$ cat config.mk
export PLATFORM = sky130hd
export DESIGN_NAME = lap5_skid_flat
export DESIGN_NICKNAME = d
export VERILOG_FILES = /design/src/sv/lap5_pkg.sv /design/src/sv/lap5_out_if.sv /design/src/sv/lap5_skid.sv /design/src/flat_wrapper.sv
export SDC_FILE = /design/constraint.sdc
export NUM_CORES = 1
export LEC_CHECK = 0
export CORE_MARGIN = 1.5
export CORE_UTILIZATION = 45
export CTS_CLUSTER_SIZE = 25
export DETAILED_ROUTE_END_ITERATION = 7
export DONT_BUFFER_PORTS = 1
export SLEW_MARGIN = 20
export SYNTH_ARGS = -nofsm -noshare
export SYNTH_HDL_FRONTEND = slang
export SYNTH_SLANG_ARGS = --single-unit
export TNS_END_PERCENT = 1
$ cat constraint.sdc
create_clock -name i_clk -period 1.7 [get_ports i_clk]
set_input_delay 0.34 -clock i_clk [delete_from_list [all_inputs] [get_ports i_clk]]
set_output_delay 0.34 -clock i_clk [all_outputs]
set_load 0.01 [all_outputs]
$ cat src/sv/lap5_pkg.sv
// ----------------------------------------------------------------------------
// lap5_pkg
// Shared constants, types and helpers of the 5x5 Laplacian edge filter.
// ----------------------------------------------------------------------------
package lap5_pkg;

    localparam int unsigned MAX_WIDTH  = 1024;
    localparam int unsigned MAX_HEIGHT = 1024;
    localparam int unsigned MIN_DIM    = 5;

    localparam int unsigned PIX_W   = 8;
    localparam int unsigned LINES   = 4;                       // line stores
    localparam int unsigned WIN     = 5;                       // window edge
    localparam int unsigned COL_W   = $clog2(MAX_WIDTH);       // column index
    localparam int unsigned ROW_W   = $clog2(MAX_HEIGHT);      // output row index
    localparam int unsigned WDIM_W  = $clog2(MAX_WIDTH + 1);   // clamped width
    localparam int unsigned HDIM_W  = $clog2(MAX_HEIGHT + 1);  // clamped height
    localparam int unsigned CFG_W   = 11;
    localparam int unsigned CFG_IDX_W = 1;

    localparam int unsigned RST_WIDTH  = 640;
    localparam int unsigned RST_HEIGHT = 480;

    localparam logic [CFG_IDX_W-1:0] REG_IMAGE_WIDTH  = 1'd0;
    localparam logic [CFG_IDX_W-1:0] REG_IMAGE_HEIGHT = 1'd1;

    localparam int unsigned RSUM_W = PIX_W + 3;   // sum of five pixels
    localparam int unsigned TOT_W  = PIX_W + 5;   // sum of 25 pixels
    localparam logic [PIX_W-1:0] PIX_MAX = 8'd255;

    typedef logic [PIX_W-1:0] t_pix;
    typedef logic [LINES-1:0][PIX_W-1:0] t_lines;
    typedef logic [WIN-1:0][PIX_W-1:0] t_column;

    typedef struct packed {
        logic emit;
        logic last;
        logic interior;
    } t_tag;

    typedef struct packed {
        t_pix pixel;
        logic last;
    } t_result;

    function automatic int unsigned clamp_dim(input logic [CFG_W-1:0] v,
                                              input int unsigned hi);
        int unsigned x;
        x = 32'(v);
        if (x < MIN_DIM) begin
            return MIN_DIM;
        end
        if (x > hi) begin
            return hi;
        end
        return x;
    endfunction

endpackage

$ cat src/sv/lap5_out_if.sv
// ----------------------------------------------------------------------------
// lap5_out_if
// Edge pixel request channel out of the edge filter.
// ----------------------------------------------------------------------------
interface lap5_out_if;
    logic                      valid;
    logic                      ready;
    logic [lap5_pkg::PIX_W-1:0] pixel_out;
    logic                      last_pixel;

    modport source (output valid, output pixel_out, output last_pixel, input ready);
    modport sink   (input valid, input pixel_out, input last_pixel, output ready);
endinterface

$ cat src/sv/lap5_skid.sv
// ----------------------------------------------------------------------------
// lap5_skid
// Output register plus one skid entry; the pipeline advances while the skid
// entry is empty.
// ----------------------------------------------------------------------------
module lap5_skid (
    input  logic              i_clk,
    input  logic              i_rst_n,
    input  logic              i_valid,
    input  lap5_pkg::t_result i_result,
    output logic              o_ready,
    lap5_out_if.source        o_pix
);

    logic              r_out_valid;
    lap5_pkg::t_result r_out;
    logic              r_skid_valid;
    lap5_pkg::t_result r_skid;

    logic load_out;
    logic load_skid;
    logic drain_skid;

    always_comb begin
        drain_skid = r_skid_valid && o_pix.ready;
        load_out   = !r_skid_valid && i_valid && (!r_out_valid || o_pix.ready);
        load_skid  = !r_skid_valid && i_valid && r_out_valid && !o_pix.ready;
    end

    always_ff @(posedge i_clk) begin
        if (!i_rst_n) begin
            r_out_valid  <= 1'b0;
            r_skid_valid <= 1'b0;
        end else begin
            if (r_skid_valid) begin
                if (o_pix.ready) begin
                    r_skid_valid <= 1'b0;
                end
            end else if (!r_out_valid || o_pix.ready) begin
                r_out_valid <= i_valid;
            end else if (i_valid) begin
                r_skid_valid <= 1'b1;
            end
        end
    end

    always_ff @(posedge i_clk) begin
        if (drain_skid) begin
            r_out <= r_skid;
        end else if (load_out) begin
            r_out <= i_result;
        end
        if (load_skid) begin
            r_skid <= i_result;
        end
    end

    assign o_ready          = !r_skid_valid;
    assign o_pix.valid      = r_out_valid;
    assign o_pix.pixel_out  = r_out.pixel;
    assign o_pix.last_pixel = r_out.last;

endmodule

$ cat src/flat_wrapper.sv
// flat-port wrapper written by rule: the top's interface ports become plain ports
module lap5_skid_flat 
  (i_clk, i_rst_n, i_valid, i_result, o_ready, o_pix_valid, o_pix_pixel_out, o_pix_last_pixel, o_pix_ready);
  lap5_out_if o_pix_i ();
  input  logic i_clk;
  input  logic i_rst_n;
  input  logic i_valid;
  input  lap5_pkg::t_result i_result;
  output logic o_ready;
  output wire logic [$bits(o_pix_i.valid)-1:0] o_pix_valid;
  output wire logic [$bits(o_pix_i.pixel_out)-1:0] o_pix_pixel_out;
  output wire logic [$bits(o_pix_i.last_pixel)-1:0] o_pix_last_pixel;
  input wire logic [$bits(o_pix_i.ready)-1:0] o_pix_ready;
  assign o_pix_valid = o_pix_i.valid;
  assign o_pix_pixel_out = o_pix_i.pixel_out;
  assign o_pix_last_pixel = o_pix_i.last_pixel;
  assign o_pix_i.ready = o_pix_ready;
  lap5_skid u_core (.i_clk(i_clk), .i_rst_n(i_rst_n), .i_valid(i_valid), .i_result(i_result), .o_ready(o_ready), .o_pix(o_pix_i));
endmodule
==> results.md <==
- R2R setup slack: between 0.4 and 0.5 ns
- Non-filler cells, final: between 60 and 70
- Final period utilization: between 70% and 80%
- Drt total wl: 1150 um
- Cells after Synth: 41
- Worst slew pin tran: 0.2978 ns
- Via count: approximately 360
- Drc violations: 0
- Slew headroom: between 70 and 80%
- Vias per cell: 5.683
- Fmax: 787.6 MHz
- Clock slew at reported path FFs: 0.10 ns
- Area Growth Syn to Fin: 8.113%
- RD Place Congestion: 0.6254
- First-pass DRT Iterations: 3
- Clock sink count: 20
- First-pass GRT wire length: 2028 um
- Max_cap viols: 0
- Path type of the worst min-delay path: in2reg
- GRT Total Usage: 14.93%
- Tmin final: 1.270 ns
- I/O Buffers: 0
- Clock root buffer: clkbuf_4
- DIE AREA: 1934 um^2
- # placed instances: 59
- Hold buffers post-CTS: 0
- Drt wl/cell: 18.25 um
- Starting Density: 49.03%
- CP Class: reg2reg
- Post-Synthesis Cell Area: 755.7 um^2
- 1st-iter DRT viols: 6
- Count of pins over their slew limit: 0
- DP HPWL: 885.8 um
- Seq/Total Area, Yosys: 76.82%
- Yosys warnings: 0
- Commonest non-fill, non-tap cell in the layout: edfxtp_1
- Post-route ant nets: 0
- Power per Cell Area: 1031 nW/um^2
- Post-Syn Nets: 54
- Initial antenna violation count: 0
- Leakage: ~0.28 nW
- Max Clock Skew: 0.001164 ns
- Peak VDD IR: 0.0004420 V
- Setup TNS: 0 ns
- DIE HEIGHT: 43.98 um
- Area share of the largest cell type after synthesis: a little under three quarters
- RSZ-0062 raised after global routing: false
- Status: completed
- Fillers: 135
- CP endpoint kind: flop
- Crit path DAT: 1.28 ns
- Synth Register Bits: 20
- Core area: approximately 1500 um^2
- Area contributors post-synth: edfxtp_1, mux2_2, dfxtp_1, nand2_4, o22a_2
- Largest fanout on the critical path: 5
- CP Data Required Time: approximately 1.7 ns
- CTS Buf Count: 3
- TritonCTS clock tree: done
- Share of layout cells above drive strength 1: 36.17%
- # IOs: 24
- # rows: 14
- N_diodes: 0
- GRT overflow: 0
- Vias in the first global route: 439
- CTS max path bufs: 2
- Most frequent cells in the layout: edfxtp_1, mux2_2, clkbuf_4
- Die width: approximately 44 um
- Synthesized area per cell: approximately 18 um^2
- Largest net degree at the start of global routing: 12
- Number of distinct library cells after synthesis: 14
- # setup viols final: 0
- Yosys top cell by area: edfxtp_1
- CTS H-tree lvls: 1
- Final net count: 61
- Post-CTS Setup Inserts: 0
- Worst setup SP type: flop
- CTS resizes: 0
- Clock Latency Late Sink: 0.29 ns
- Final Hold Fails: 0
==> layer usage <==
layer,vias to the layer above,share of wire [%],track usage [%]
met5,-,0,0
met4,0,0.35,9.091
met3,2,5.8,4.583
met2,16,55,25.88
met1,172,39,15.60
li1,168,-,-
==> logic make-up after synthesis <==
| group | Yosys count | synth area share, % |
|---|---|---|
| DFF | 20 | 76.82 |
| buffers and inverters | 1 | 0.4962 |
| and+or+nand+nor | 8 | 6.623 |
| AOI/OAI and AO/OA | 3 | 2.648 |
| muxes | 9 | 13.41 |
==> final cells by class <==
type / count / area [um^2] / area share, %
flip-flops and latches: 20 / 580.6 / 71.06
multi-input cells: 20 / 171.4 / 20.98
clock buffers: 4 / 26.28 / 3.216
well taps: 16 / 20.02 / 2.450
repair buffers: 2 / 15.01 / 1.838
inverters: 1 / 3.754 / 0.4594
==> through the flow <==
stage                     power [W]  hold slack, ns  worst slack (ns)  util, %  instance area, um^2
after floorplan           0.0006221          0.4389            0.1682        -                755.7
final                     0.0008426          0.1408            0.4303    53.00                817.0
after detailed placement  0.0006354          0.4390            0.4195    51.30                790.8
after CTS                 0.0008552          0.1268            0.4077    53.00                817.0
after global routing      0.0008794          0.1152            0.3000    53.00                817.0
after global placement    0.0006306          0.4390            0.5471    51.30                790.8
==> critical path, stage by stage, from the launching register on <==
cell and delay [ns]:
dfxtp_1 0.44, nand2_1 0.09, nor3_1 0.25, buf_4 0.21
==> worst paths after layout <==
| check | cells after the start | endpoint | from |
|---|---|---|---|
| max reg2reg | 3 | u_core.r_skid[8]$_DFFE_PP_ | u_core.o_pix.valid$_SDFFE_PN0P_ |
| min | 0 | u_core.r_skid[7]$_DFFE_PP_ | i_result[7] |
| max | 3 | u_core.r_skid[8]$_DFFE_PP_ | u_core.o_pix.valid$_SDFFE_PN0P_ |
| min reg2reg | 2 | u_core.o_pix.valid$_SDFFE_PN0P_ | u_core.o_pix.valid$_SDFFE_PN0P_ |
==> flip-flops by register name, indices dropped and copies added (netlist names) <==
signal and count:
u_core.o_pix.last_pixel 1, u_core.o_pix.pixel_out 8, u_core.o_pix.valid 1, u_core.r_skid 9, u_core.r_skid_valid 1
==> report_power, final <==
part / internal [W] / switching, W / total, W
sequential: 0.000565 / 0.0000192 / 0.000584
clock: 0.0000911 / 0.000129 / 0.000221
combinational: 0.0000190 / 0.0000187 / 0.0000376
==> Yosys cell counts, drive strengths merged <==
library cell,n
edfxtp,18
inv,1
mux2,9
nand3b,1
nor3,1
nand2,3
dfxtp,2
o22a,1
a21oi,1
o21ai,1
nor2,1
and2b,1
nand2b,1
Power figures use the tool's default switching activity.
