==> src/sv/lap5_pkg.sv <==
// ----------------------------------------------------------------------------
// lap5_pkg
// Shared constants, types and helpers of the 5x5 Laplacian edge filter.
// ----------------------------------------------------------------------------
package lap5_pkg;

    localparam int unsigned MAX_WIDTH  = 1024;
    localparam int unsigned MAX_HEIGHT = 1024;
    localparam int unsigned MIN_DIM    = 5;

    localparam int unsigned PIX_W   = 8;
    localparam int unsigned LINES   = 4;                       // line stores
    localparam int unsigned WIN     = 5;                       // window edge
    localparam int unsigned COL_W   = $clog2(MAX_WIDTH);       // column index
    localparam int unsigned ROW_W   = $clog2(MAX_HEIGHT);      // output row index
    localparam int unsigned WDIM_W  = $clog2(MAX_WIDTH + 1);   // clamped width
    localparam int unsigned HDIM_W  = $clog2(MAX_HEIGHT + 1);  // clamped height
    localparam int unsigned CFG_W   = 11;
    localparam int unsigned CFG_IDX_W = 1;

    localparam int unsigned RST_WIDTH  = 640;
    localparam int unsigned RST_HEIGHT = 480;

    localparam logic [CFG_IDX_W-1:0] REG_IMAGE_WIDTH  = 1'd0;
    localparam logic [CFG_IDX_W-1:0] REG_IMAGE_HEIGHT = 1'd1;

    localparam int unsigned RSUM_W = PIX_W + 3;   // sum of five pixels
    localparam int unsigned TOT_W  = PIX_W + 5;   // sum of 25 pixels
    localparam logic [PIX_W-1:0] PIX_MAX = 8'd255;

    typedef logic [PIX_W-1:0] t_pix;
    typedef logic [LINES-1:0][PIX_W-1:0] t_lines;
    typedef logic [WIN-1:0][PIX_W-1:0] t_column;

    typedef struct packed {
        logic emit;
        logic last;
        logic interior;
    } t_tag;

    typedef struct packed {
        t_pix pixel;
        logic last;
    } t_result;

    function automatic int unsigned clamp_dim(input logic [CFG_W-1:0] v,
                                              input int unsigned hi);
        int unsigned x;
        x = 32'(v);
        if (x < MIN_DIM) begin
            return MIN_DIM;
        end
        if (x > hi) begin
            return hi;
        end
        return x;
    endfunction

endpackage

==> src/sv/lap5_kernel.sv <==
// ----------------------------------------------------------------------------
// lap5_kernel
// 5x5 window registers and the Laplacian sum: row sums in one stage, total
// minus 25x centre and clamp in the next.
// ----------------------------------------------------------------------------
module lap5_kernel (
    input  logic               i_clk,
    input  logic               i_rst_n,
    input  logic               i_en,
    input  logic               i_valid,
    input  lap5_pkg::t_tag     i_tag,
    input  lap5_pkg::t_column  i_column,
    output logic               o_valid,
    output lap5_pkg::t_result  o_result
);

    localparam int unsigned CTR = lap5_pkg::WIN / 2;

    lap5_pkg::t_pix r_win [lap5_pkg::WIN][lap5_pkg::WIN];

    logic           r_s2_valid;
    lap5_pkg::t_tag r_s2_tag;
    logic           r_s3_valid;
    lap5_pkg::t_tag r_s3_tag;

    logic [lap5_pkg::RSUM_W-1:0] n_rsum [lap5_pkg::WIN];
    logic [lap5_pkg::RSUM_W-1:0] r_rsum [lap5_pkg::WIN];
    logic [lap5_pkg::TOT_W-1:0]  n_c25;
    logic [lap5_pkg::TOT_W-1:0]  r_c25;
    logic [lap5_pkg::TOT_W-1:0]  total;
    logic [lap5_pkg::TOT_W:0]    diff;
    lap5_pkg::t_pix              pix;

    always_ff @(posedge i_clk) begin
        if (i_en && i_valid) begin
            for (int r = 0; r < lap5_pkg::WIN; r++) begin
                for (int c = 0; c < lap5_pkg::WIN - 1; c++) begin
                    r_win[r][c] <= r_win[r][c + 1];
                end
                r_win[r][lap5_pkg::WIN-1] <= i_column[r];
            end
        end
    end

    always_comb begin
        for (int r = 0; r < lap5_pkg::WIN; r++) begin
            n_rsum[r] = '0;
            for (int c = 0; c < lap5_pkg::WIN; c++) begin
                n_rsum[r] = n_rsum[r] + lap5_pkg::RSUM_W'(r_win[r][c]);
            end
        end
        // 25 = 16 + 8 + 1
        n_c25 = lap5_pkg::TOT_W'({r_win[CTR][CTR], 4'b0000})
              + lap5_pkg::TOT_W'({r_win[CTR][CTR], 3'b000})
              + lap5_pkg::TOT_W'(r_win[CTR][CTR]);
    end

    always_ff @(posedge i_clk) begin
        if (!i_rst_n) begin
            r_s2_valid <= 1'b0;
            r_s3_valid <= 1'b0;
        end else if (i_en) begin
            r_s2_valid <= i_valid;
            r_s3_valid <= r_s2_valid;
        end
    end

    always_ff @(posedge i_clk) begin
        if (i_en) begin
            r_s2_tag <= i_tag;
            r_s3_tag <= r_s2_tag;
            r_rsum   <= n_rsum;
            r_c25    <= n_c25;
        end
    end

    always_comb begin
        total = '0;
        for (int r = 0; r < lap5_pkg::WIN; r++) begin
            total = total + lap5_pkg::TOT_W'(r_rsum[r]);
        end
        diff = {1'b0, total} - {1'b0, r_c25};
        if (!r_s3_tag.interior || diff[lap5_pkg::TOT_W]) begin
            pix = '0;
        end else if (diff > (lap5_pkg::TOT_W + 1)'(lap5_pkg::PIX_MAX)) begin
            pix = lap5_pkg::PIX_MAX;
        end else begin
            pix = lap5_pkg::PIX_W'(diff);
        end
    end

    assign o_valid         = r_s3_valid && r_s3_tag.emit;
    assign o_result.pixel  = pix;
    assign o_result.last   = r_s3_tag.last;

endmodule

==> config.mk <==
export PLATFORM = sky130hd
export DESIGN_NAME = lap5_kernel
export DESIGN_NICKNAME = d
export VERILOG_FILES = /design/src/sv/lap5_pkg.sv /design/src/sv/lap5_kernel.sv
export SDC_FILE = /design/constraint.sdc
export NUM_CORES = 1
export LEC_CHECK = 0
export ABC_AREA = 1
export BUFFER_PORTS_ARGS = -buffer_cell sky130_fd_sc_hd__clkbuf_2
export CAP_MARGIN = 25
export CORE_MARGIN = 10
export CORE_UTILIZATION = 57
export DETAILED_ROUTE_END_ITERATION = 7
export HOLD_SLACK_MARGIN = 0.15
export PLACE_DENSITY = 0.77
export SLEW_MARGIN = 40
export SYNTH_ARGS = -nofsm -noshare
export SYNTH_HDL_FRONTEND = slang
export SYNTH_SLANG_ARGS = --single-unit
==> constraint.sdc <==
create_clock -name i_clk -period 4.7 [get_ports i_clk]
set_input_delay 0 -clock i_clk [delete_from_list [all_inputs] [get_ports i_clk]]
set_output_delay 0 -clock i_clk [all_outputs]
set_load 0.01 [all_outputs]
==> results of run 1 <==
==> worst max-delay path: cells and delay by family (launching register included) <==
family / cells / cell delay [ns]
fa+ha+maj: 5 / 2.13
simple gates: 12 / 1.05
compound gates: 4 / 0.52
buf+inv: 6 / 0.41
flops: 1 / 0.35
xor+xnor: 1 / 0.16
==> final cells by class <==
| type | instances | area (um2) |
|---|---|---|
| Multi-Input combinational cell | 589 | 6490 |
| Tap cell | 335 | 419 |
| Clock inverter | 20 | 136 |
| Timing Repair Buffer | 145 | 1170 |
| Clock buffer | 34 | 766 |
| Sequential cell | 276 | 8270 |
| Inverter | 219 | 832 |
| Fill cell | 1771 | 8060 |
==> metal layers <==
metal	global-route usage, %	vias up	wire length, um
met5	0	-	0
met4	4.69	0	645
met3	2.43	50	943
met2	27.4	143	13000
met1	21.3	4109	11600
li1	-	3966	-
==> registers in the layout, indices dropped and copies added, names as in the netlist <==
register    flops
r_s3_tag        2
r_s3_valid      1
o_result        1
r_rsum         55
r_s2_tag        3
r_win         200
r_s2_valid      1
r_c25          13
==> Yosys cell counts, drive strengths merged <==
master / instances / area (um2)
buf: 1 / 7.51
fa: 153 / 3060
nand3: 33 / 175
xor2: 40 / 350
o21bai: 2 / 15.0
a21oi: 64 / 324
nand3b: 1 / 7.51
nor3: 5 / 25.0
a31oi: 1 / 6.26
xnor2: 17 / 149
nor2: 28 / 139
o31ai: 1 / 7.51
inv: 219 / 822
ha: 94 / 1180
edfxtp: 274 / 8230
dfxtp: 2 / 40.0
a21boi: 1 / 7.51
o21ai: 16 / 80.1
nand4: 11 / 68.8
nand2: 112 / 430
o211ai: 6 / 45.0
a21o: 4 / 30.0
==> per-stage QoR <==
step | utilization [%] | setup TNS [ns] | instances
4_1_cts | 68.0 | -3.74 | 1613
6_report | 69.2 | -3.67 | 1618
3_3_place_gp | 61.0 | -1.27 | 1482
3_5_place_dp | 61.0 | -1.96 | 1482
2_1_floorplan | - | 0 | 1085
5_1_grt | 69.2 | -5.54 | 1618
==> worst max-delay path by stage <==
stage | to | startpoint | depth (start not counted) | slack [ns]
floorplan | r_win[0][0]$_DFFE_PP_ | i_valid | 2 | 0.24
global placement | o_result[4] | r_rsum[6]$_DFFE_PP_ | 29 | -0.16
detailed placement | o_result[4] | r_rsum[6]$_DFFE_PP_ | 29 | -0.29
CTS | o_result[4] | r_rsum[24]$_DFFE_PP_ | 30 | -0.48
global route | o_result[1] | r_rsum[3]$_DFFE_PP_ | 28 | -0.72
finish | o_result[1] | r_rsum[3]$_DFFE_PP_ | 28 | -0.49
==> placed cells by master, fill, tap and decap left out, drive strengths merged, types with 28 or more instances in the layout <==
master and n:
edfxtp 274, inv 220, fa 153, nand2 112, ha 94, clkbuf 86
dlygate4sd3 69, a21oi 64, xor2 40, nand3 33, nor2 28
==> logic make-up (layout without fill, tap and decap cells) <==
kind of cell / after synthesis / after routing
AOI/OAI and AO/OA: 95 / 95
xor gates and xnor gates: 57 / 57
adders and majority gates: 247 / 247
buffers and inverters: 220 / 418
DFF: 276 / 276
and+or+nand+nor: 190 / 190
==> repair_timing <==
action,in CTS,in global routing
pin swaps,29,39
resized for setup,36,65
endpoints found under the setup margin,8,8
hold endpoints to repair,53,0
hold buffers,69,0
setup buffers,8,4
==> flow_summary.json, run 1 <==
{
  "worstPathMaxFanout": 8,
  "firstDrtPassIters": 5,
  "clockBufferDepth": 3,
  "fp.dieH_um": 183,
  "rsz0062_at_grt": "yes",
  "cts_max_level": 1,
  "postLayoutCellArea_um2": 18100,
  "clk_pin_slew_worst_paths_ns": 0.06,
  "num-nets-final": 1555,
  "drv_cap": 0,
  "clock_sinks": 276,
  "tritoncts": "yes",
  "place_ws_ns": -0.287,
  "dpl.hpwl_mm": 18.0,
  "gp_congestion": 0.869,
  "worstSetupPathType": "reg -> out",
  "layout-drive-gt1-share_pct": 16.3,
  "clock_skew_ns": 0.0171,
  "grt_overflow_total": 0,
  "crit_path_start_kind": "flop",
  "die-area_um2": 33600,
  "synthMuxAreaShare_pct": 0,
  "clockRootBuffer": "clkbuf_16",
  "fin_ws_ns": -0.488,
  "antenna_left": 0,
  "ys_types": 29,
  "r2r_start": "r_win[2][17]$_DFFE_PP_",
  "max_freq_ghz": 0.193,
  "slew_headroom_pct": 51.0,
  "hold_viol_final": 0,
  "violations": "negative setup slack",
  "synth_compound_area_share_pct": 3.39,
  "wl_per_cell_um": 16.2,
  "vias": 8268,
  "grt_max_degree": 116,
  "pin_count": 57,
  "worstPathRequired_ns": 4.70,
  "placed_cell_area_um2": 16000,
  "clock_latency_ns": 0.55,
  "synth_top_family_by_area": "adder cells",
  "cpMaxStageDelayCell": "fa_1",
  "synthSimpleGateAreaFrac_pct": 5.57,
  "arrival_ns": 5.19,
  "syn-mean-instance-area_um2": 14.0,
  "synthAdderAreaFrac_pct": 27.9,
  "hold_path.startpoint": "i_column[30]",
  "start_util_pct": 58.2,
  "core_area_um2": 26100,
  "min_to": "r_win[3][6]$_DFFE_PP_",
  "num_rows": 59,
  "drt_first_iter_violations": 475,
  "status": "complete, but fails checks",
  "maxSlewViolCount": 0,
  "num_antenna_cells": 0,
  "via_per_inst": 5.11,
  "min_path_cells": 2,
  "grt_pass1_vias": 9013,
  "grt_pass1_wl_mm": 44.1,
  "area_growth_pct": 19.0,
  "synthXorXnorAreaFrac_pct": 3.29,
  "whs_ns": 0.171,
  "end_kind": "primary output",
  "setup_viol": 8,
  "reg2reg_slack_ns": 0.74,
  "antenna_found_initial": 0,
  "regToRegEndpoint": "r_rsum[29]$_DFFE_PP_",
  "cp_common_cell": "nand2_1",
  "synth_seq_cells": 276,
  "synth-warning-count": 0,
  "die_x_um": 183,
  "finalCritPeriodShare_pct": 110,
  "synthCells": 1085,
  "hold_class": "in -> reg",
  "r2r_cells": 12,
  "drc_errors": 0,
  "max_stage_delay_ns": 0.59,
  "syn_nets": 1379,
  "track_usage_pct": 16.2,
  "fin_crit_ns": 5.19,
  "portBuffers": 56,
  "worstMarginPinSlew_ns": 0.735,
  "netlist_area_um2": 15200,
  "cts_made_buffers": 30,
  "ys_seq_area_share_pct": 54.4,
  "wirelength_mm": 26.2
}
Power of run 1 is not shown: default switching activity piles up to over one toggle a cycle in this logic, so the estimate is an artifact.
==> inputs of run 2 (changes only) <==
--- a/config.mk
+++ b/config.mk
@@ -13,6 +13,7 @@
 export DETAILED_ROUTE_END_ITERATION = 7
 export HOLD_SLACK_MARGIN = 0.15
 export PLACE_DENSITY = 0.77
+export SETUP_SLACK_MARGIN = 0.5
 export SLEW_MARGIN = 40
 export SYNTH_ARGS = -nofsm -noshare
 export SYNTH_HDL_FRONTEND = slang
==> run 2 against run 1 <==
The run still ends with negative setup slack left. Core utilization down 0.55 points. First-iteration DRC count down 0.84%. Register-to-register slack better by 0.08 ns. Critical path depth down 1. Global-route usage up 0.10 points. Highest routed layer unchanged.
==> flow_summary.json, run 2 (same netlist as run 1, synthesis figures left out) <==
{
  "fin_ws_ns": -0.524,
  "clk_pin_slew_worst_paths_ns": 0.06,
  "core_area_um2": 26100,
  "wl_per_cell_um": 16.0,
  "layout-drive-gt1-share_pct": 13.3,
  "clock_skew_ns": 0.0123,
  "end_kind": "primary output",
  "tritoncts": "yes",
  "gp_congestion": 0.867,
  "maxSlewViolCount": 0,
  "violations": "negative setup slack",
  "worstMarginPinSlew_ns": 0.769,
  "drt_first_iter_violations": 471,
  "start_util_pct": 58.2,
  "cts_max_level": 1,
  "antenna_left": 0,
  "top_register": "r_win",
  "grt_pass1_vias": 9026,
  "drc_errors": 0,
  "clockBufferDepth": 3,
  "max_freq_ghz": 0.191,
  "slew_headroom_pct": 48.6,
  "crit_path_start_kind": "flop",
  "track_usage_pct": 16.3,
  "hold_viol_final": 0,
  "wirelength_mm": 25.9,
  "clock_latency_ns": 0.55,
  "num_antenna_cells": 0,
  "fill_cells": 1808,
  "largest_reg_flops": 200,
  "via_per_inst": 5.04,
  "drv_cap": 0,
  "rsz0062_at_grt": "yes",
  "hold_class": "in -> reg",
  "worstSetupPathType": "reg -> out",
  "grt_pass1_wl_mm": 44.3,
  "worstPathMaxFanout": 8,
  "antenna_found_initial": 1,
  "max_stage_delay_ns": 0.55,
  "status": "complete, but fails checks",
  "top_regs": "r_win: 200 flops, r_rsum: 55 flops, r_c25: 13 flops",
  "setup_viol": 8,
  "place_ws_ns": -0.0715,
  "vias": 8150,
  "num_rows": 59,
  "mostFrequentLayoutCells": "274 x edfxtp_1, 210 x inv_1, 152 x fa_1",
  "dpl.hpwl_mm": 18.6,
  "area_growth_pct": 18.0,
  "crit_buf_inv": 6,
  "arrival_ns": 5.22,
  "firstDrtPassIters": 5,
  "grt_max_degree": 96,
  "cts_made_buffers": 30,
  "fp.dieH_um": 183,
  "worstPathRequired_ns": 4.70,
  "cp_top_family": "adder cells",
  "num-nets-final": 1552,
  "pin_count": 57,
  "fin_crit_ns": 5.22,
  "multi_input_area_um2": 6300,
  "die-area_um2": 33600,
  "seqCellArea_um2": 8270,
  "die_x_um": 183,
  "finalCritPeriodShare_pct": 111,
  "grt_overflow_total": 0,
  "clockRootBuffer": "clkbuf_16",
  "clock_sinks": 276,
  "portBuffers": 56,
  "final_common_cell": "edfxtp_1",
  "cpMaxStageDelayCell": "fa_1"
}
-- run 2: routing by layer --
metal,vias to the layer above,global-route usage [%],part of all wire (%)
li1,3970,-,-
met1,4017,20.6,43
met2,125,28.3,51
met3,38,2.69,4.0
met4,0,4.85,2.0
met5,-,0,0
-- run 2: worst reg2reg max path, delay by kind of cell, from the launching register on --
family | cells | cell delay [ns]
XOR/XNOR | 1 | 0.23
adder cells (fa/ha/maj) | 5 | 2.12
buffers and inverters | 3 | 0.20
AO/OA/AOI/OAI | 3 | 0.62
flip-flops | 1 | 0.54
-- run 2: path summary, 6_finish.rpt --
check	to	cells past startpoint	slack [ns]	startpoint
worst max-delay path	o_result[2]	27	-0.52	r_rsum[16]$_DFFE_PP_
worst min-delay path	r_win[0][3]$_DFFE_PP_	2	0.16	i_column[3]
worst max register to register	r_rsum[29]$_DFFE_PP_	12	0.82	r_win[2][17]$_DFFE_PP_
worst min register to register	r_s3_tag[2]$_DFFE_PP_	0	0.42	r_s2_tag[2]$_DFFE_PP_
-- run 2: area by class of cell --
class	count	area share, %
clock inverter	18	1.19
multi-input combinational	589	35.1
inverter	219	4.60
clock buffer	37	4.33
tap	335	2.34
sequential	276	46.1
timing repair buffer	142	6.28
-- run 2: stage by stage --
step	hold WS (ns)	TNS, ns	area, um2	cells	utilization (%)
finish	0.161	-3.97	17900	1616	68.6
global route	0.166	-6.73	17900	1616	68.6
CTS	0.150	-3.96	17800	1613	68.2
detailed placement	0.179	-0.372	16000	1479	61.3
global placement	0.176	0	16000	1479	61.3
floorplan	0.0989	0	15300	1085	-
-- run 2: repair_timing --
action	4_1_cts	5_1_grt
pin swaps	5	21
endpoints found under the setup margin	8	9
endpoints found under the hold margin	78	0
setup buffers	5	3
hold buffers	74	0
resized for setup	11	23
Power of run 2 is left out for the same reason.
==> inputs of run 3 (changes only) <==
--- a/config.mk
+++ b/config.mk
@@ -9,10 +9,10 @@
 export BUFFER_PORTS_ARGS = -buffer_cell sky130_fd_sc_hd__clkbuf_2
 export CAP_MARGIN = 25
 export CORE_MARGIN = 10
-export CORE_UTILIZATION = 57
+export CORE_UTILIZATION = 50
 export DETAILED_ROUTE_END_ITERATION = 7
 export HOLD_SLACK_MARGIN = 0.15
-export PLACE_DENSITY = 0.77
+export PLACE_DENSITY = 0.69
 export SETUP_SLACK_MARGIN = 0.5
 export SLEW_MARGIN = 40
 export SYNTH_ARGS = -nofsm -noshare
==> run 3 against run 2 <==
The run still ends with negative setup slack left. Core utilization is 7.0 points lower. Design area is 2.4% higher. Worst setup slack better by 0.092 ns. Register-to-register slack worse by 0.03 ns. Sequential share of layout area is 1.1 points lower. Via count is 1.3% higher. Critical path depth is 3 higher. Highest routed layer unchanged.
==> flow_summary.json, run 3 (same netlist as run 1, synthesis figures left out) <==
{
  "hold_class": "in -> reg",
  "arrival_ns": 5.13,
  "num_antenna_cells": 0,
  "drt_first_iter_violations": 372,
  "num_rows": 63,
  "area_growth_pct": 20.8,
  "cts_max_level": 1,
  "max_stage_delay_ns": 0.57,
  "antenna_found_initial": 0,
  "violations": "negative setup slack",
  "reg2reg_slack_ns": 0.79,
  "wirelength_mm": 25.5,
  "grt_max_degree": 125,
  "cts_made_buffers": 31,
  "status": "complete, but fails checks",
  "die_x_um": 194,
  "hold_viol_final": 0,
  "gp_congestion": 0.780,
  "vias": 8257,
  "start_util_pct": 51.0,
  "wl_per_cell_um": 15.0,
  "track_usage_pct": 13.7,
  "grt_overflow_total": 0,
  "dpl.hpwl_mm": 18.1,
  "tritoncts": "yes",
  "clock_latency_ns": 0.57,
  "grt_pass1_vias": 8825,
  "crit_buf_inv": 10,
  "place_inst": 1534,
  "worstSetupPathType": "reg -> out",
  "finalCritPeriodShare_pct": 109,
  "placed_cell_area_um2": 16100,
  "drc_errors": 0,
  "fin_ws_ns": -0.433,
  "antenna_left": 0,
  "fin_cells": 1695,
  "crit_cells": 30,
  "clk_pin_slew_worst_paths_ns": 0.06,
  "clock_skew_ns": 0.0139,
  "crit_path_start_kind": "flop",
  "top_regs": "r_win: 200 flops, r_rsum: 55 flops, r_c25: 13 flops",
  "die-area_um2": 37800,
  "largest_reg_flops": 200,
  "layout-drive-gt1-share_pct": 15.8,
  "drv_cap": 0,
  "pin_count": 57,
  "final_common_cell": "edfxtp_1",
  "cp_common_cell": "nand2_1",
  "max_freq_ghz": 0.195,
  "cp_top_family": "adder cells",
  "cpMaxStageDelayCell": "fa_1",
  "r2r_cells": 13,
  "core_area_um2": 29800,
  "tns_ns": -3.39,
  "worstPathMaxFanout": 8,
  "top_register": "r_win",
  "fin_crit_ns": 5.13,
  "firstDrtPassIters": 4,
  "setup_viol": 8,
  "end_kind": "primary output",
  "slew_headroom_pct": 50.1,
  "clock_sinks": 276,
  "mostFrequentLayoutCells": "274 x edfxtp_1, 201 x inv_1, 152 x fa_1",
  "portBuffers": 56,
  "worstPathRequired_ns": 4.70,
  "num-nets-final": 1574,
  "rsz0062_at_grt": "yes",
  "clockRootBuffer": "clkbuf_16",
  "postLayoutCellArea_um2": 18400,
  "clockBufferDepth": 3,
  "maxSlewViolCount": 0,
  "min_path_cells": 2,
  "grt_pass1_wl_mm": 43.3,
  "worstMarginPinSlew_ns": 0.749,
  "via_per_inst": 4.87,
  "fp.dieH_um": 194,
  "whs_ns": 0.168
}
==> run 3: changes by cell type in the layout (fill, tap and decap cells not counted), sizes merged <==
| cell | previous run | this run |
|---|---|---|
| buf | 13 | 24 |
| bufinv | 4 | 3 |
| clkbuf | 92 | 89 |
| clkinv | 10 | 12 |
| clkinvlp | 3 | 4 |
| dlygate4sd3 | 74 | 88 |
==> run 3: timing repair <==
item | 4_1_cts | 5_1_grt
cloned | 0 | 0
pin swaps | 24 | 22
buffers inserted | 13 | 2
hold buffers | 88 | 0
hold endpoints to repair | 87 | 0
resized for setup | 45 | 28
endpoints found under the setup margin | 8 | 9
==> run 3: per-stage QoR <==
step / setup WS (ns) / util, %
floorplan: 0.501 / -
global route: -0.805 / 61.6
finish: -0.433 / 61.6
CTS: -0.385 / 61.2
detailed placement: -0.0276 / 54.0
global placement: 0.00314 / 54.0
==> run 3: layout make-up <==
type,count,area (um2)
sequential,276,8270
clock buffer,38,802
fill,2317,11400
tap,390,488
clock inverter,20,195
multi-input combinational,589,6420
timing repair buffer,163,1350
inverter,219,826
==> run 3: final timing paths <==
kind,start,to
worst min-delay path,i_column[26],r_win[3][2]$_DFFE_PP_
worst max-delay path,r_rsum[28]$_DFFE_PP_,o_result[2]
worst max register to register,r_win[4][1]$_DFFE_PP_,r_rsum[7]$_DFFE_PP_
worst min register to register,r_s2_tag[2]$_DFFE_PP_,r_s3_tag[2]$_DFFE_PP_
==> run 3: metal layers <==
| metal | track usage [%] | vias up | wire length (um) |
|---|---|---|---|
| li1 | - | 4017 | - |
| met1 | 18.0 | 4087 | 11500 |
| met2 | 23.2 | 114 | 12600 |
| met3 | 2.22 | 39 | 878 |
| met4 | 3.49 | 0 | 532 |
| met5 | 0 | - | 0 |
Power of run 3 is left out for the same reason.
